[src/hw/rtl/can_signal_decoder_unit_macros.svh]
// assertion macros for the can signal decoder unit
`ifndef CAN_SIGNAL_DECODER_UNIT_MACROS_SVH
`define CAN_SIGNAL_DECODER_UNIT_MACROS_SVH

// same-cycle implication, sampled on clk, off while in reset
`define CSD_ASSERT_IMPLY(name, ante, cons) \
  name: assert property (@(posedge clk) disable iff (!rst_n) (ante) |-> (cons)) \
    else $error("csd implication check failed");

// next-cycle implication, sampled on clk, off while in reset
`define CSD_ASSERT_NEXT(name, ante, cons) \
  name: assert property (@(posedge clk) disable iff (!rst_n) (ante) |=> (cons)) \
    else $error("csd next-cycle check failed");

`endif

[src/hw/rtl/csd_pkg.sv]
// shared types, signal table and message table of the can signal decoder
package csd_pkg;

  localparam int ID_W    = 29;
  localparam int LEN_W   = 4;
  localparam int DATA_W  = 64;
  localparam int IDX_W   = 4;
  localparam int VALUE_W = 32;
  localparam int RAW_W   = 16;
  localparam int NUM_SIGS = 9;
  localparam int NUM_MSGS = 3;

  // signal indexes that mark the end of a message or the start of the boolean group
  localparam logic [IDX_W-1:0] SIG_FUEL_LEVEL    = 4'd2;
  localparam logic [IDX_W-1:0] SIG_VEHICLE_SPEED = 4'd4;
  localparam logic [IDX_W-1:0] SIG_LEFT_TURN     = 4'd5;
  localparam logic [IDX_W-1:0] SIG_HANDBRAKE     = 4'd8;

  typedef enum logic [1:0] {
    FAC_ONE,
    FAC_QUARTER,
    FAC_TWO_FIFTHS,
    FAC_CENT
  } fac_t;

  typedef enum logic [0:0] {
    OFS_ZERO,
    OFS_MINUS_40
  } ofs_t;

  typedef enum logic [1:0] {
    KIND_PLAIN,
    KIND_INT,
    KIND_BOOL
  } kind_t;

  typedef struct packed {
    logic [4:0] lsb;
    logic [4:0] len;
    logic       sgn;
    fac_t       fac;
    ofs_t       ofs;
    kind_t      kind;
  } sig_def_t;

  typedef struct packed {
    logic [ID_W-1:0]  id;
    logic [IDX_W-1:0] first;
    logic [2:0]       count;
  } msg_def_t;

  localparam sig_def_t SIG_TAB [NUM_SIGS] = '{
    '{lsb: 5'd0,  len: 5'd16, sgn: 1'b0, fac: FAC_QUARTER,    ofs: OFS_ZERO,     kind: KIND_PLAIN},
    '{lsb: 5'd16, len: 5'd8,  sgn: 1'b0, fac: FAC_ONE,        ofs: OFS_MINUS_40, kind: KIND_PLAIN},
    '{lsb: 5'd24, len: 5'd8,  sgn: 1'b0, fac: FAC_TWO_FIFTHS, ofs: OFS_ZERO,     kind: KIND_PLAIN},
    '{lsb: 5'd0,  len: 5'd8,  sgn: 1'b1, fac: FAC_ONE,        ofs: OFS_ZERO,     kind: KIND_INT},
    '{lsb: 5'd8,  len: 5'd16, sgn: 1'b0, fac: FAC_CENT,       ofs: OFS_ZERO,     kind: KIND_PLAIN},
    '{lsb: 5'd0,  len: 5'd1,  sgn: 1'b0, fac: FAC_ONE,        ofs: OFS_ZERO,     kind: KIND_BOOL},
    '{lsb: 5'd1,  len: 5'd1,  sgn: 1'b0, fac: FAC_ONE,        ofs: OFS_ZERO,     kind: KIND_BOOL},
    '{lsb: 5'd2,  len: 5'd1,  sgn: 1'b0, fac: FAC_ONE,        ofs: OFS_ZERO,     kind: KIND_BOOL},
    '{lsb: 5'd3,  len: 5'd1,  sgn: 1'b0, fac: FAC_ONE,        ofs: OFS_ZERO,     kind: KIND_BOOL}
  };

  localparam msg_def_t MSG_TAB [NUM_MSGS] = '{
    '{id: 29'h100, first: 4'd0, count: 3'd3},
    '{id: 29'h200, first: 4'd3, count: 3'd2},
    '{id: 29'h400, first: 4'd5, count: 3'd4}
  };

  typedef enum logic [1:0] {
    ST_IDLE,
    ST_LOOKUP,
    ST_CALC,
    ST_SHAPE
  } state_t;

  // commands from the controller to the datapath
  typedef struct packed {
    logic load_frame;
    logic start_msg;
    logic calc;
    logic emit;
  } csd_cmd_t;

  // status from the datapath to the controller
  typedef struct packed {
    logic msg_hit;
    logic sig_last;
  } csd_sts_t;

endpackage

[src/hw/rtl/csd_if.sv]
// frame input and signal result channel interfaces
interface csd_in_if;
  logic        valid;
  logic        ready;
  logic [28:0] frame_id;
  logic [3:0]  data_length;
  logic [63:0] frame_data;

  modport source (output valid, frame_id, data_length, frame_data, input ready);
  modport sink (input valid, frame_id, data_length, frame_data, output ready);
endinterface

interface csd_out_if;
  logic               valid;
  logic               ready;
  logic [3:0]         signal_index;
  logic signed [31:0] value;
  logic               is_last;

  modport source (output valid, signal_index, value, is_last, input ready);
  modport sink (input valid, signal_index, value, is_last, output ready);
endinterface

[src/hw/rtl/can_signal_decoder_unit.sv]
// A frame is taken in and its identifier is matched against the three known
// messages in the cycle after; an unknown identifier or a zero data length ends
// the frame there. Each signal of a known message then goes first through the
// multiplier that scales the extracted field and then through truncation, boolean
// threshold and saturation into the result register, a step that waits while the
// result side holds off. The last result of a frame may wait in the result register
// while the next frame is already taken in.
module can_signal_decoder_unit
  import csd_pkg::*;
#(
  parameter int FRAC_BITS  = 16,
  parameter int DATA_BYTES = 8
) (
  input logic         clk,
  input logic         rst_n,
  csd_in_if.sink      in_if,
  csd_out_if.source   out_if
);

`include "can_signal_decoder_unit_macros.svh"

  localparam logic signed [VALUE_W-1:0] ONE_VAL = VALUE_W'(1) << FRAC_BITS;

  csd_cmd_t cmd;
  csd_sts_t sts;

  // sequencing
  csd_ctrl u_ctrl (
    .clk       (clk),
    .rst_n     (rst_n),
    .in_valid  (in_if.valid),
    .in_ready  (in_if.ready),
    .out_valid (out_if.valid),
    .out_ready (out_if.ready),
    .cmd       (cmd),
    .sts       (sts)
  );

  // extraction and scaling
  csd_datapath #(
    .FRAC_BITS  (FRAC_BITS),
    .DATA_BYTES (DATA_BYTES)
  ) u_datapath (
    .clk              (clk),
    .in_frame_id      (in_if.frame_id),
    .in_data_length   (in_if.data_length),
    .in_frame_data    (in_if.frame_data),
    .cmd              (cmd),
    .sts              (sts),
    .out_signal_index (out_if.signal_index),
    .out_value        (out_if.value),
    .out_is_last      (out_if.is_last)
  );

  // a frame closes only on the last signal of one of the messages
  `CSD_ASSERT_IMPLY(a_last_at_msg_end, out_if.valid && out_if.is_last,
    out_if.signal_index == SIG_FUEL_LEVEL || out_if.signal_index == SIG_VEHICLE_SPEED ||
    out_if.signal_index == SIG_HANDBRAKE)

  // boolean signals are exactly zero or one
  `CSD_ASSERT_IMPLY(a_bool_value, out_if.valid && (out_if.signal_index >= SIG_LEFT_TURN),
    out_if.value == '0 || out_if.value == ONE_VAL)

  // no new frame while the current one still has signals to deliver
  `CSD_ASSERT_IMPLY(a_busy_mid_frame, out_if.valid && !out_if.is_last, !in_if.ready)

  // a taken frame is looked up before the next is taken
  `CSD_ASSERT_NEXT(a_lookup_after_take, in_if.valid && in_if.ready, !in_if.ready)

endmodule

[src/hw/rtl/csd_datapath.sv]
// frame registers, message lookup, signal extraction, scaling and result register
module csd_datapath
  import csd_pkg::*;
#(
  parameter int FRAC_BITS  = 16,
  parameter int DATA_BYTES = 8
) (
  input  logic                      clk,
  input  logic [ID_W-1:0]           in_frame_id,
  input  logic [LEN_W-1:0]          in_data_length,
  input  logic [DATA_W-1:0]         in_frame_data,
  input  csd_cmd_t                  cmd,
  output csd_sts_t                  sts,
  output logic [IDX_W-1:0]          out_signal_index,
  output logic signed [VALUE_W-1:0] out_value,
  output logic                      out_is_last
);

  localparam int DW  = DATA_BYTES * 8;
  localparam int FW  = FRAC_BITS + 1;
  localparam int SW  = RAW_W + 1;
  localparam int PW  = SW + FW + 1;
  localparam int VW  = (FRAC_BITS + 20 > VALUE_W + 1) ? FRAC_BITS + 20 : VALUE_W + 1;

  // factors rounded to nearest, ties up
  localparam logic [FW-1:0] F_ONE = FW'(64'd1 << FRAC_BITS);
  localparam logic [FW-1:0] F_QUARTER =
    FW'(((64'd1 << (FRAC_BITS + 1)) + 64'd4) / 64'd8);
  localparam logic [FW-1:0] F_TWO_FIFTHS =
    FW'(((64'd2 << (FRAC_BITS + 1)) + 64'd5) / 64'd10);
  localparam logic [FW-1:0] F_CENT =
    FW'(((64'd1 << (FRAC_BITS + 1)) + 64'd100) / 64'd200);

  localparam logic signed [VW-1:0] ONE_Q   = VW'(1) << FRAC_BITS;
  localparam logic signed [VW-1:0] HALF_Q  = VW'(1) << (FRAC_BITS - 1);
  localparam logic signed [VW-1:0] OFS_M40 = -(VW'(40) << FRAC_BITS);

  localparam logic [VALUE_W-1:0] SAT_MAX = {1'b0, {(VALUE_W - 1){1'b1}}};
  localparam logic [VALUE_W-1:0] SAT_MIN = {1'b1, {(VALUE_W - 1){1'b0}}};

  logic [ID_W-1:0]          id_r;
  logic [LEN_W-1:0]         len_r;
  logic [DW-1:0]            data_r;
  logic [DW-1:0]            data_nxt;
  logic [LEN_W-1:0]         nbytes;
  logic [IDX_W-1:0]         sig_idx_r;
  logic [IDX_W-1:0]         last_idx_r;
  logic [IDX_W-1:0]         first_sel;
  logic [IDX_W-1:0]         last_sel;
  logic                     id_match;
  logic signed [VW-1:0]     prod_r;
  logic [IDX_W-1:0]         out_idx_r;
  logic signed [VALUE_W-1:0] out_value_r;
  logic                     out_last_r;

  sig_def_t                 sd;
  logic [DATA_W-1:0]        data_ext;
  logic [DATA_W-1:0]        shifted;
  logic [RAW_W-1:0]         len_mask;
  logic [RAW_W-1:0]         raw;
  logic [4:0]               len_m1;
  logic                     neg;
  logic [SW-1:0]            sub;
  logic signed [SW-1:0]     sraw;
  logic [FW-1:0]            fac;
  logic signed [PW-1:0]     prod;
  logic signed [VW-1:0]     ofs;
  logic signed [VW-1:0]     shaped;
  logic signed [VW-1:0]     trunc;
  logic [VW-VALUE_W:0]      top_bits;
  logic signed [VALUE_W-1:0] sat;

  // clamp the length and clear bytes beyond it
  always_comb begin
    nbytes = (in_data_length > LEN_W'(DATA_BYTES)) ? LEN_W'(DATA_BYTES) : in_data_length;
    for (int k = 0; k < DATA_BYTES; k++) begin
      data_nxt[k*8 +: 8] = (LEN_W'(k) < nbytes) ? in_frame_data[k*8 +: 8] : 8'h00;
    end
  end

  // message lookup over the three known identifiers
  always_comb begin
    id_match  = 1'b0;
    first_sel = '0;
    last_sel  = '0;
    for (int m = 0; m < NUM_MSGS; m++) begin
      if (id_r == MSG_TAB[m].id) begin
        id_match  = 1'b1;
        first_sel = MSG_TAB[m].first;
        last_sel  = MSG_TAB[m].first + IDX_W'(MSG_TAB[m].count) - IDX_W'(1);
      end
    end
  end

  assign sts.msg_hit  = id_match && (len_r != '0);
  assign sts.sig_last = (sig_idx_r == last_idx_r);

  // field extraction and sign extension for the current signal
  always_comb begin
    sd       = SIG_TAB[sig_idx_r];
    data_ext = DATA_W'(data_r);
    shifted  = data_ext >> sd.lsb;
    len_mask = RAW_W'((SW'(1) << sd.len) - SW'(1));
    raw      = shifted[RAW_W-1:0] & len_mask;
    len_m1   = sd.len - 5'd1;
    neg      = sd.sgn & raw[len_m1[3:0]];
    sub      = neg ? (SW'(1) << sd.len) : '0;
    sraw     = signed'({1'b0, raw} - sub);
    case (sd.fac)
      FAC_ONE:        fac = F_ONE;
      FAC_QUARTER:    fac = F_QUARTER;
      FAC_TWO_FIFTHS: fac = F_TWO_FIFTHS;
      FAC_CENT:       fac = F_CENT;
      default:        fac = F_ONE;
    endcase
    case (sd.ofs)
      OFS_ZERO:     ofs = '0;
      OFS_MINUS_40: ofs = OFS_M40;
      default:      ofs = '0;
    endcase
    prod = sraw * signed'({1'b0, fac});
  end

  // kind shaping and saturation of the scaled value
  always_comb begin
    trunc = {prod_r[VW-1:FRAC_BITS], {FRAC_BITS{1'b0}}};
    if (prod_r[VW-1] && (|prod_r[FRAC_BITS-1:0])) begin
      trunc = trunc + ONE_Q;
    end
    case (sd.kind)
      KIND_PLAIN: shaped = prod_r;
      KIND_INT:   shaped = trunc;
      KIND_BOOL:  shaped = (prod_r > HALF_Q) ? ONE_Q : '0;
      default:    shaped = prod_r;
    endcase
    top_bits = shaped[VW-1:VALUE_W-1];
    if ((&top_bits) || !(|top_bits)) begin
      sat = shaped[VALUE_W-1:0];
    end else if (shaped[VW-1]) begin
      sat = SAT_MIN;
    end else begin
      sat = SAT_MAX;
    end
  end

  // datapath registers
  always_ff @(posedge clk) begin
    if (cmd.load_frame) begin
      id_r   <= in_frame_id;
      len_r  <= in_data_length;
      data_r <= data_nxt;
    end
    if (cmd.start_msg) begin
      sig_idx_r  <= first_sel;
      last_idx_r <= last_sel;
    end
    if (cmd.calc) begin
      prod_r <= VW'(prod) + ofs;
    end
    if (cmd.emit) begin
      out_idx_r   <= sig_idx_r;
      out_value_r <= sat;
      out_last_r  <= (sig_idx_r == last_idx_r);
      sig_idx_r   <= sig_idx_r + IDX_W'(1);
    end
  end

  assign out_signal_index = out_idx_r;
  assign out_value        = out_value_r;
  assign out_is_last      = out_last_r;

endmodule

[src/hw/rtl/csd_ctrl.sv]
// controller state machine: frame intake, per-signal sequencing, result handshake
module csd_ctrl
  import csd_pkg::*;
(
  input  logic     clk,
  input  logic     rst_n,
  input  logic     in_valid,
  output logic     in_ready,
  output logic     out_valid,
  input  logic     out_ready,
  output csd_cmd_t cmd,
  input  csd_sts_t sts
);

  state_t state_r;
  state_t state_nxt;
  logic   out_valid_r;
  logic   out_valid_nxt;

  // state and result-valid registers
  always_ff @(posedge clk) begin
    if (!rst_n) begin
      state_r     <= ST_IDLE;
      out_valid_r <= 1'b0;
    end else begin
      state_r     <= state_nxt;
      out_valid_r <= out_valid_nxt;
    end
  end

  // next state and commands
  always_comb begin
    state_nxt     = state_r;
    out_valid_nxt = out_valid_r & ~out_ready;
    cmd           = '0;
    in_ready      = 1'b0;
    case (state_r)
      ST_IDLE: begin
        in_ready = 1'b1;
        if (in_valid) begin
          cmd.load_frame = 1'b1;
          state_nxt      = ST_LOOKUP;
        end
      end
      ST_LOOKUP: begin
        if (sts.msg_hit) begin
          cmd.start_msg = 1'b1;
          state_nxt     = ST_CALC;
        end else begin
          state_nxt = ST_IDLE;
        end
      end
      ST_CALC: begin
        cmd.calc  = 1'b1;
        state_nxt = ST_SHAPE;
      end
      ST_SHAPE: begin
        // load the result register once the previous word has left
        if (!out_valid_r || out_ready) begin
          cmd.emit      = 1'b1;
          out_valid_nxt = 1'b1;
          state_nxt     = sts.sig_last ? ST_IDLE : ST_CALC;
        end
      end
      default: begin
        state_nxt = ST_IDLE;
      end
    endcase
  end

  assign out_valid = out_valid_r;

endmodule

[src/flat_wrapper.sv]
// flat-port wrapper written by rule: the top's interface ports become plain ports
module can_signal_decoder_unit_flat import csd_pkg::*;
#(
  parameter int FRAC_BITS  = 16,
  parameter int DATA_BYTES = 8
)
  (clk, rst_n, in_if_valid, in_if_frame_id, in_if_data_length, in_if_frame_data, in_if_ready, out_if_valid, out_if_signal_index, out_if_value, out_if_is_last, out_if_ready);
  csd_in_if in_if_i ();
  csd_out_if out_if_i ();
  input logic clk;
  input logic rst_n;
  input wire logic [$bits(in_if_i.valid)-1:0] in_if_valid;
  input wire logic [$bits(in_if_i.frame_id)-1:0] in_if_frame_id;
  input wire logic [$bits(in_if_i.data_length)-1:0] in_if_data_length;
  input wire logic [$bits(in_if_i.frame_data)-1:0] in_if_frame_data;
  output wire logic [$bits(in_if_i.ready)-1:0] in_if_ready;
  output wire logic [$bits(out_if_i.valid)-1:0] out_if_valid;
  output wire logic [$bits(out_if_i.signal_index)-1:0] out_if_signal_index;
  output wire logic [$bits(out_if_i.value)-1:0] out_if_value;
  output wire logic [$bits(out_if_i.is_last)-1:0] out_if_is_last;
  input wire logic [$bits(out_if_i.ready)-1:0] out_if_ready;
  assign in_if_i.valid = in_if_valid;
  assign in_if_i.frame_id = in_if_frame_id;
  assign in_if_i.data_length = in_if_data_length;
  assign in_if_i.frame_data = in_if_frame_data;
  assign in_if_ready = in_if_i.ready;
  assign out_if_valid = out_if_i.valid;
  assign out_if_signal_index = out_if_i.signal_index;
  assign out_if_value = out_if_i.value;
  assign out_if_is_last = out_if_i.is_last;
  assign out_if_i.ready = out_if_ready;
  can_signal_decoder_unit #(.FRAC_BITS(FRAC_BITS), .DATA_BYTES(DATA_BYTES)) u_core (.clk(clk), .rst_n(rst_n), .in_if(in_if_i), .out_if(out_if_i));
endmodule
[config.mk]
export PLATFORM = sky130hd
export DESIGN_NAME = can_signal_decoder_unit_flat
export DESIGN_NICKNAME = d
export VERILOG_FILES = /design/src/hw/rtl/csd_pkg.sv /design/src/hw/rtl/csd_if.sv /design/src/hw/rtl/can_signal_decoder_unit.sv /design/src/hw/rtl/csd_datapath.sv /design/src/hw/rtl/csd_ctrl.sv /design/src/flat_wrapper.sv
export VERILOG_INCLUDE_DIRS = /design/src /design/src/hw/rtl
export SDC_FILE = /design/constraint.sdc
export NUM_CORES = 1
export LEC_CHECK = 0
export BUFFER_PORTS_ARGS = -buffer_cell sky130_fd_sc_hd__buf_4
export CAP_MARGIN = 20
export CORE_MARGIN = 3
export CORE_UTILIZATION = 40
export CTS_CLUSTER_DIAMETER = 120
export DETAILED_ROUTE_END_ITERATION = 12
export PLACE_DENSITY = 0.53
export SETUP_SLACK_MARGIN = 0.5
export SLEW_MARGIN = 20
export SYNTH_ARGS = -nofsm -noshare
export SYNTH_HDL_FRONTEND = slang
export SYNTH_SLANG_ARGS = --single-unit
[constraint.sdc]
create_clock -name clk -period 14.6 [get_ports clk]
set_clock_uncertainty 0.1 [all_clocks]
set_input_delay 1.46 -clock clk [delete_from_list [all_inputs] [get_ports clk]]
set_output_delay 1.46 -clock clk [all_outputs]
set_load 0.005 [all_outputs]
After elaboration in Yosys (flattened, before gate mapping):

Memory sizes are Yosys's and may differ from the RTL's.
Index checks and enable logic that the tools add are counted.

* muxes and demuxes: 37
* bitwise logic cells: 6
* eq/ne operators: 14
* multipliers: 1
* shifts and indexed selects: 2
* add/sub/neg operators: 6
* reduce and logical (&&, ||, !) cells: 15
* magnitude comparators: 12

Operators by type and width (count)
* $pmux 36 s2: 2
* $pmux 17 s4: 1
* $mux 32: 2
* $shr 64x5->16: 1
* $add 35x36->36: 1
* $add 36x18->36 const B: 1
* $gt 36x17->1 const B: 1
* $mux 36: 1
* $mul 17x18->35: 1
* $mux 17: 2
* $mux 16: 2
* $eq 29x10->1 const B: 1
* $eq 29x11->1 const B: 1
* $eq 29x9->1 const B: 1
* $mux 4: 5
* $shl 1x5->17 const A: 1
* $sub 16x17->17: 1
* $and 16x16->16: 1
* $lt 3x4->1 const A: 4
* $reduce_or 16->1: 1
* $sub 16x2->16 const B: 1
* $mux 1: 14
* $mux 2: 6
* $eq 2x2->1 const B: 5
* other kinds (25): 36

* input bits: 101
* output and inout bits: 39
* memories: 1
* logic and storage cells: 113
* ROM bits: 256
* flip-flop bits (word level): 181

Memories
* (name not given): depth 16, bits a word 16, rd ports 1, clocked after memory_dff 0, write ports 0, line csd_datapath.sv:100 `sd = SIG_TAB[sig_idx_r];`

Longest topological paths before layout:

Gate-level depths: netlist (run 1).

* depth in word-level cells: 14
* depth in mapped cells: 48
* depth with buffers taken out: 46

Cells and area by module:

Synthesis (run 1) repeated with hierarchy kept, for this count alone.

* cells, all modules: 1695
* area, all modules: 17071.4 sq um

By module, submodules not included
* csd_datapath: sequential area each 4654.5 sq um, times used 1, area an instance 16905.0 sq um, cells each 1675
* csd_ctrl: sequential area each 60.1 sq um, times used 1, area an instance 166.4 sq um, cells each 20

Worst setup path after synthesis (run 1):

Ideal clock, no wire load.

* kind: register to register
* from: register u_core.u_datapath.sig_idx_r[2]
* to: register u_core.u_datapath.prod_r[35] (data pin)
* stages on the path, launching flop included: 47
* setup slack: 3.976 ns
* setup time: 0.260 ns
* data required time: 14.240 ns
* path buffers: 5
* period minus slack after synthesis: 10.624 ns
* arrival: 10.265 ns
* path through: edfxtp_1 > buf_6 > buf_2 > buf_2 > buf_2 > a21oi_1 > inv_1 > ha_1 > nand2_1 > ha_1 > clkbuf_1 > inv_1 > xnor2_1 > a2111oi_0 > nor2_1 > o21ai_0 > and3_1 > nand2_1 > [... 11 more ...] > inv_1 > fa_1 > fa_1 > fa_1 > inv_1 > fa_1 > inv_1 > ha_1 > nand4_1 > nor2_1 > nand3_1 > or3_1 > a31oi_1 > a31o_2 > a21oi_1 > o21ai_0 > a21oi_1 > xnor2_1

* longest elaborated chain between the ends: 14
* elaborated cells between the ends (all ways): 23
* classes of those cells: add/sub: 4; mul: 1; eq/ne: 3; shift: 2; mux: 7; bitwise: 4; reduce/logical: 1; memory: 1

Ends and longest elaborated chain
* from (decl): line csd_datapath.sv:46 `logic [IDX_W-1:0] sig_idx_r;`
* from (signal assigned): line csd_datapath.sv:154 `sig_idx_r <= first_sel;`
* from (signal assigned): line csd_datapath.sv:164 `sig_idx_r <= sig_idx_r + IDX_W'(1);`
* $not 4->5 (implied by the code) *: line csd_datapath.sv:100
* $mem_v2 16x16 *
* $mux 16 (implied by the code) * (2 in series): line csd_datapath.sv:100
* $shl 1x5->17: line csd_datapath.sv:107 `sub = neg ? (SW'(1) << sd.len) : '0;`
* $sub 16x2->16: line csd_datapath.sv:103 `len_mask = RAW_W'((SW'(1) << sd.len) - SW'(1));`
* $and 16x16->16: line csd_datapath.sv:104 `raw = shifted[RAW_W-1:0] & len_mask;`
* $bmux 1 s4: line csd_datapath.sv:106 `neg = sd.sgn & raw[len_m1[3:0]];`
* $mux 1 (implied by the code): line csd_datapath.sv:106
* $and 1x1->1: line csd_datapath.sv:106
* $mux 17: line csd_datapath.sv:107
* $sub 16x17->17: line csd_datapath.sv:108 `sraw = signed'({1'b0, raw} - sub);`
* $mul 17x18->35: line csd_datapath.sv:121 `prod = sraw * signed'({1'b0, fac});`
* $add 35x36->36 *: line csd_datapath.sv:158 `prod_r <= VW'(prod) + ofs;`
* to (signal assigned): line csd_datapath.sv:158
* to (decl): line csd_datapath.sv:51 `logic signed [VW-1:0] prod_r;`

Mark *: on every way between the ends. The rest lies on a longest branch, timed or not. The select of a mux whose other input is x is not followed.
A chain may end at the register's enable or synchronous reset.

Worst setup path in the final report (run 1):

* from: register u_core.u_datapath.sig_idx_r[0]
* to: register u_core.u_datapath.prod_r[35] (data pin)

Same word-level chain as after synthesis.

==> results of run 1 <==
## metal layers
metal  vias to the layer above  routed length (um)  GRT usage
li1                       5845                   -          -
met1                      5599               18000      0.238
met2                       231               19900      0.325
met3                        47                1320     0.0293
met4                         0                 932     0.0614
met5                         -                   0          0
## where the power goes
part           internal, uW  total, uW  leakage, uW  switching, uW
Clock                   232        449     0.000296            217
Combinational          33.9       67.1      0.00717           33.2
Sequential              512        522      0.00148           10.0
## worst max-delay path by stage
stage                                                  start                                     end  cells after the start  slack (ns)
finish              u_core.u_datapath.sig_idx_r[0]$_DFFE_PP_  u_core.u_datapath.prod_r[35]$_DFFE_PP_                     40        2.59
global route        u_core.u_datapath.sig_idx_r[0]$_DFFE_PP_  u_core.u_datapath.prod_r[35]$_DFFE_PP_                     43        1.65
floorplan           u_core.u_datapath.sig_idx_r[2]$_DFFE_PP_  u_core.u_datapath.prod_r[35]$_DFFE_PP_                     46        3.98
CTS                 u_core.u_datapath.sig_idx_r[0]$_DFFE_PP_  u_core.u_datapath.prod_r[35]$_DFFE_PP_                     40        2.55
detailed placement  u_core.u_datapath.sig_idx_r[0]$_DFFE_PP_  u_core.u_datapath.prod_r[35]$_DFFE_PP_                     40        2.57
global placement    u_core.u_datapath.sig_idx_r[0]$_DFFE_PP_  u_core.u_datapath.prod_r[35]$_DFFE_PP_                     41        2.56
## state kept, by name, indices dropped and copies added, names as in the netlist
name,flops
u_core.u_ctrl.out_valid,1
u_core.u_ctrl.state_r,2
u_core.u_datapath.data_ext,42
u_core.u_datapath.id_r,29
u_core.u_datapath.last_idx_r,3
u_core.u_datapath.len_r,4
u_core.u_datapath.out_is_last,1
u_core.u_datapath.out_signal_index,4
u_core.u_datapath.out_value,32
u_core.u_datapath.prod_r,36
u_core.u_datapath.sig_idx_r,4
## area by class of cell
class,count,area (um^2),share of cell area
sequential,158,4710,0.248
clock buffer,17,425,0.0224
timing repair buffer,133,1010,0.0533
clock inverter,15,198,0.0104
tap,532,666,0.0351
inverter,333,1250,0.0658
multi-input combinational,1128,10700,0.565
## cell usage after synthesis (6+ instances only)
library cell	instances	share of area
inv_1	333	0.074
ha_1	199	0.15
fa_1	159	0.19
edfxtp_1	155	0.28
nor2b_1	78	0.029
nand2_1	74	0.016
nor2_1	73	0.016
o21ai_0	59	0.017
a21oi_1	45	0.013
a21o_1	35	0.016
and2_1	35	0.013
xnor2_1	32	0.017
nand3_1	29	0.0086
and3_1	25	0.0093
mux2i_1	25	0.015
xor2_1	25	0.013
clkbuf_1	21	0.0047
a211oi_1	17	0.0076
buf_2	17	0.0050
nor4_1	16	0.0059
nor3_1	15	0.0044
nand2b_1	12	0.0044
o211ai_1	12	0.0053
o21a_1	12	0.0053
a31oi_1	10	0.0037
a32oi_1	10	0.0052
a21boi_0	8	0.0036
a221oi_1	8	0.0041
nand4_1	7	0.0026
o2111ai_1	6	0.0031
## placed cells by master (no fill, tap or decap), types with 7 or more instances in the layout
master / instances
nand3_1: 29
clkinv_8: 8
fa_1: 159
o211ai_1: 12
clkbuf_16: 17
a21oi_1: 45
a21boi_0: 8
and3_1: 25
nor2b_1: 78
edfxtp_1: 155
o21ai_0: 59
a221oi_1: 8
o21a_1: 12
a31oi_1: 10
xnor2_1: 32
buf_4: 132
nor2_1: 72
mux2i_1: 25
and2_1: 34
xor2_1: 25
a32oi_1: 10
a21o_1: 35
nand4_1: 7
nand2b_1: 12
nand2_1: 74
inv_1: 333
ha_1: 199
nor4_1: 15
nor3_1: 15
a211oi_1: 17
## worst reg2reg max path: cells and delay by family, from the launching register on
kind,cells,cell delay (ns)
fa+ha+maj,9,3.99
simple gates,13,3.05
compound gates,10,2.22
buf+inv,5,1.04
xor+xnor,2,0.65
flops,1,0.48
mux,1,0.25
## stage by stage
step                instance area [um^2]  utilization  cells
finish                             19000        0.460   2316
global route                       19000        0.460   2316
CTS                                19000        0.459   2315
detailed placement                 18300        0.444   2283
global placement                   18300        0.444   2283
floorplan                          16900            -   1666
## cell families after synthesis
| group | synth area share |
|---|---|
| AOI/OAI and AO/OA | 0.113 |
| muxes | 0.0264 |
| xor gates and xnor gates | 0.0305 |
| buffers and inverters | 0.0879 |
| and+or+nand+nor | 0.127 |
| DFF | 0.279 |
| adders and majority gates | 0.336 |
==> metrics.cfg, run 1 <==
[power_and_ir_drop]
max-vdd-ir-drop_mv=0.0756
p_leak_uw=0.00895
powerDensity_nw_per_um2=54.7
finalPower_uw=1040

[final_layout]
diodes=0
area_growth_pct=12.3
nets=2230
fillers=3973
drive_above_1_share=0.112

[setup_path]
critical_path_class=reg -> reg
critical_path.max_stage_delay_ns=0.57
r2r_cells=40
regToRegSetupSlack_ns=2.59
endpoint_kind=flop
cpLargestDelayFamily=adder cells
slowest_stage=nor2_1
crit_required_ns=14.71
timing.critical_path.buf_inv=5
start_kind=flop
arrival_ns=12.12
cp_max_fo=41
r2r_end=u_core.u_datapath.prod_r[35]$_DFFE_PP_
path_common_cell=fa_1
timing.rr.start=u_core.u_datapath.sig_idx_r[0]$_DFFE_PP_

[clock_network]
cts_tree=done
cts_made_buffers=17
cts.repair.resized=0
htree_levels=4
cts_setup_buffers=0
clk_pin_slew_ns=0.07
cts_hold_buf=0
insertion_delay_ns=0.47
cts_buffer_depth=2
cts.sinks=158
root_buffer=clkbuf_16

[flow_run]
cap_violations=0

[route]
dr.first_iter.drc_count=528
drtAntennaViolNets=0
drc=0
viasPerCell=5.06
wl_per_cell_um=17.3
drt_pre_antenna_iters=5
wirelength_um=40100
dr_total_vias=11700

[sta]
rsz0062_at_grt=false
worst_slew_margin_rel=0.354
hold_viol_final=0
max_slew.worst_pin.slew_ns=0.961
finalCritPeriodShare=0.823
max_freq_mhz=83.2
layout_setup_ws_ns=2.59
whs_ns=0.431
drv_slew=0
setup_tns_ns=0
setup_viol=0
period_minus_slack_ns=12.01

[worst_hold_path]
worstHoldEndpoint=u_core.u_ctrl.out_valid$_SDFF_PN0_
holdPathStages=2
min_from=u_core.u_ctrl.state_r[1]$_SDFFE_PN0P_
hp-class=reg -> reg

[grt]
grt_pass1_wl_um=65300
grt_usage=0.187
antenna_found_initial=0
grt_pass1_vias=12200
grt.overflow.total=0
grt_max_degree=76

[die]
dieWidth_um=212
core_area_um2=41300
die_height_um=212
fp-row-count=74
start_util=0.409
die_area_um2=44800
io_pins=140

[place]
io_buffers=117
hpwl_um=33400
post-place-ws_ns=2.57
gp_congestion=0.889

[synth]
async_flop_share=0
synth_edf_count=155
synthesis.nets=2125
ys_types=84
netlist_area_um2=16900
synth.yosys.warnings=0
ys_dominant_reg_cell=edfxtp_1
synth_seq_area_share=0.279
ys_seq_elements=158
syn_avg_cell_area_um2=10.1
synthCells=1666

[outcome]
status=finished, final reports clean

No activity file was read; power rests on OpenSTA's default activity.
==> run 2, diff against run 1 <==
--- a/config.mk
+++ b/config.mk
@@ -12,7 +12,7 @@
 export CORE_UTILIZATION = 40
 export CTS_CLUSTER_DIAMETER = 120
 export DETAILED_ROUTE_END_ITERATION = 12
-export PLACE_DENSITY = 0.53
+export PLACE_DENSITY = 0.55
 export SETUP_SLACK_MARGIN = 0.5
 export SLEW_MARGIN = 20
 export SYNTH_ARGS = -nofsm -noshare
==> constraint.sdc (replaced) <==
create_clock -name clk -period 11.02 [get_ports clk]
set_clock_uncertainty 0.1 [all_clocks]
set_input_delay 1.102 -clock clk [delete_from_list [all_inputs] [get_ports clk]]
set_output_delay 1.102 -clock clk [all_outputs]
set_load 0.005 [all_outputs]
==> metrics.cfg, run 2 (synthesis gave the netlist of run 1 again) <==
[final_layout]
nets=2313  ; +3.7%
final_cell_mix=330 x inv_1, 207 x buf_4, 186 x ha_1
final_common_cell=inv_1
area_growth_pct=18.6
drive_above_1_share=0.183  ; +0.0711
largest_register_ffs=42  ; unchanged
diodes=0  ; unchanged

[setup_path]
start_kind=flop
endpoint_kind=flop
timing.critical_path.buf_inv=5  ; unchanged
arrival_ns=10.23  ; -1.89 ns
regToRegSetupSlack_ns=0.89  ; -1.69 ns
path_common_cell=fa_1
critical_path.max_stage_delay_ns=0.60  ; +0.03 ns
critical_path_class=reg -> reg
cpLargestDelayFamily=adder cells
slowest_stage=fa_1
cp_max_fo=13  ; -68%
crit_required_ns=11.12  ; -3.59 ns

[grt]
grt_pass1_vias=12600  ; +3.2%
grt.overflow.total=0  ; unchanged
grt_pass1_wl_um=66200  ; +1.5%
grt_max_degree=76  ; unchanged
antenna_found_initial=0  ; unchanged
grt_usage=0.189  ; +0.00221

[route]
wirelength_um=41400  ; +3.2%
dr_total_vias=12200  ; +4.5%
drt_pre_antenna_iters=5  ; unchanged
drc=0  ; unchanged
wl_per_cell_um=17.3  ; -0.35%
viasPerCell=5.11  ; +0.88%
drtAntennaViolNets=0  ; unchanged
dr.first_iter.drc_count=559  ; +5.9%

[die]
start_util=0.409  ; unchanged
fp-row-count=74  ; unchanged
die_height_um=212  ; unchanged
io_pins=140  ; unchanged
die_area_um2=44800  ; unchanged
dieWidth_um=212  ; unchanged
core_area_um2=41300  ; unchanged

[sta]
hold_viol_final=0  ; unchanged
whs_ns=0.426  ; -0.00510 ns
period_minus_slack_ns=10.13  ; -1.89 ns
layout_setup_ws_ns=0.893  ; -1.69 ns
finalCritPeriodShare=0.919  ; +0.0961
setup_tns_ns=0  ; unchanged
setup_viol=0  ; unchanged
rsz0062_at_grt=false
drv_slew=0  ; unchanged
max_freq_mhz=98.7  ; +19%
worst_slew_margin_rel=0.257  ; -0.0973
max_slew.worst_pin.slew_ns=1.10  ; +0.143 ns

[power_and_ir_drop]
clock_power_share=0.435  ; +0.003
pwr-share-seq=0.497  ; -0.006
internal_power_uw=1050  ; +35%
max-vdd-ir-drop_mv=0.0924  ; +22%
power_switching_uw=339  ; +31%
p_comb_frac=0.068  ; +0.003
powerDensity_nw_per_um2=69.4  ; +27%
switching_share=0.244  ; -0.00661
p_leak_uw=0.00942  ; +5.3%

[clock_network]
cts_hold_buf=0  ; unchanged
clk_pin_slew_ns=0.07  ; about the same
cts_buffer_depth=2  ; unchanged
root_buffer=clkbuf_16
cts.sinks=158  ; unchanged
htree_levels=4  ; unchanged
cts_made_buffers=17  ; unchanged
cts_tree=done
insertion_delay_ns=0.46  ; about the same

[place]
post-place-ws_ns=0.130  ; -2.44 ns
hpwl_um=34600  ; +3.8%
io_buffers=117  ; unchanged
gp_congestion=0.944  ; +6.2%

[worst_hold_path]
hp-class=reg -> reg

[outcome]
status=finished, final reports clean

[flow_run]
cap_violations=0  ; unchanged

## run 2: path summary, 6_finish.rpt
path / startpoint / to / cells after the start
min: u_core.u_ctrl.state_r[1]$_SDFFE_PN0P_ / u_core.u_ctrl.out_valid$_SDFF_PN0_ / 2
max reg2reg: u_core.u_datapath.sig_idx_r[1]$_DFFE_PP_ / u_core.u_datapath.prod_r[30]$_DFFE_PP_ / 37
max: u_core.u_datapath.sig_idx_r[1]$_DFFE_PP_ / u_core.u_datapath.prod_r[30]$_DFFE_PP_ / 37
min reg2reg: u_core.u_ctrl.state_r[1]$_SDFFE_PN0P_ / u_core.u_ctrl.out_valid$_SDFF_PN0_ / 2
## run 2: through the flow
step                      utilization  power, uW  std cells  area [um^2]
after floorplan                     -        750       1666        16900
after global placement          0.455        794       2342        18800
after detailed placement        0.455        796       2342        18800
after CTS                       0.473       1410       2376        19500
after global routing            0.485       1450       2399        20000
final                           0.485       1390       2399        20000
## run 2: power by group through the flow
stage	Combinational [uW]	Clock (uW)	Sequential, uW
floorplan	50.2	0	700
global placement	90.6	0	704
detailed placement	91.6	0	705
CTS	92.7	622	691
global route	105	650	693
finish	94.5	605	692
## run 2: metal layers
| metal | up-vias | wire, um | global-route usage |
|---|---|---|---|
| met5 | - | 0 | 0 |
| met4 | 0 | 1340 | 0.0667 |
| met3 | 68 | 1310 | 0.0279 |
| met2 | 243 | 20800 | 0.336 |
| met1 | 5922 | 17900 | 0.234 |
| li1 | 6016 | - | - |
## run 2: layout make-up
class / count / area (um^2)
Fill cell: 3832 / 21300
Multi-Input combinational cell: 1128 / 11100
Inverter: 333 / 1250
Clock buffer: 17 / 425
Clock inverter: 15 / 188
Timing Repair Buffer: 216 / 1690
Sequential cell: 158 / 4710
Tap cell: 532 / 666
## run 2: worst reg2reg max path: cells and delay by family, from the launching register on
kind                       cells  cell delay [ns]
adders and majority gates      9             3.79
AOI/OAI and AO/OA             11             2.53
and+or+nand+nor               11             2.02
muxes                          1             0.38
buffers and inverters          5             0.60
DFF                            1             0.47
## run 2: repair_timing
item | CTS | global route
buffers inserted | 2 | 23
pin swaps | 1 | 42
endpoints found under the setup margin | 10 | 14
resized for setup | 19 | 72
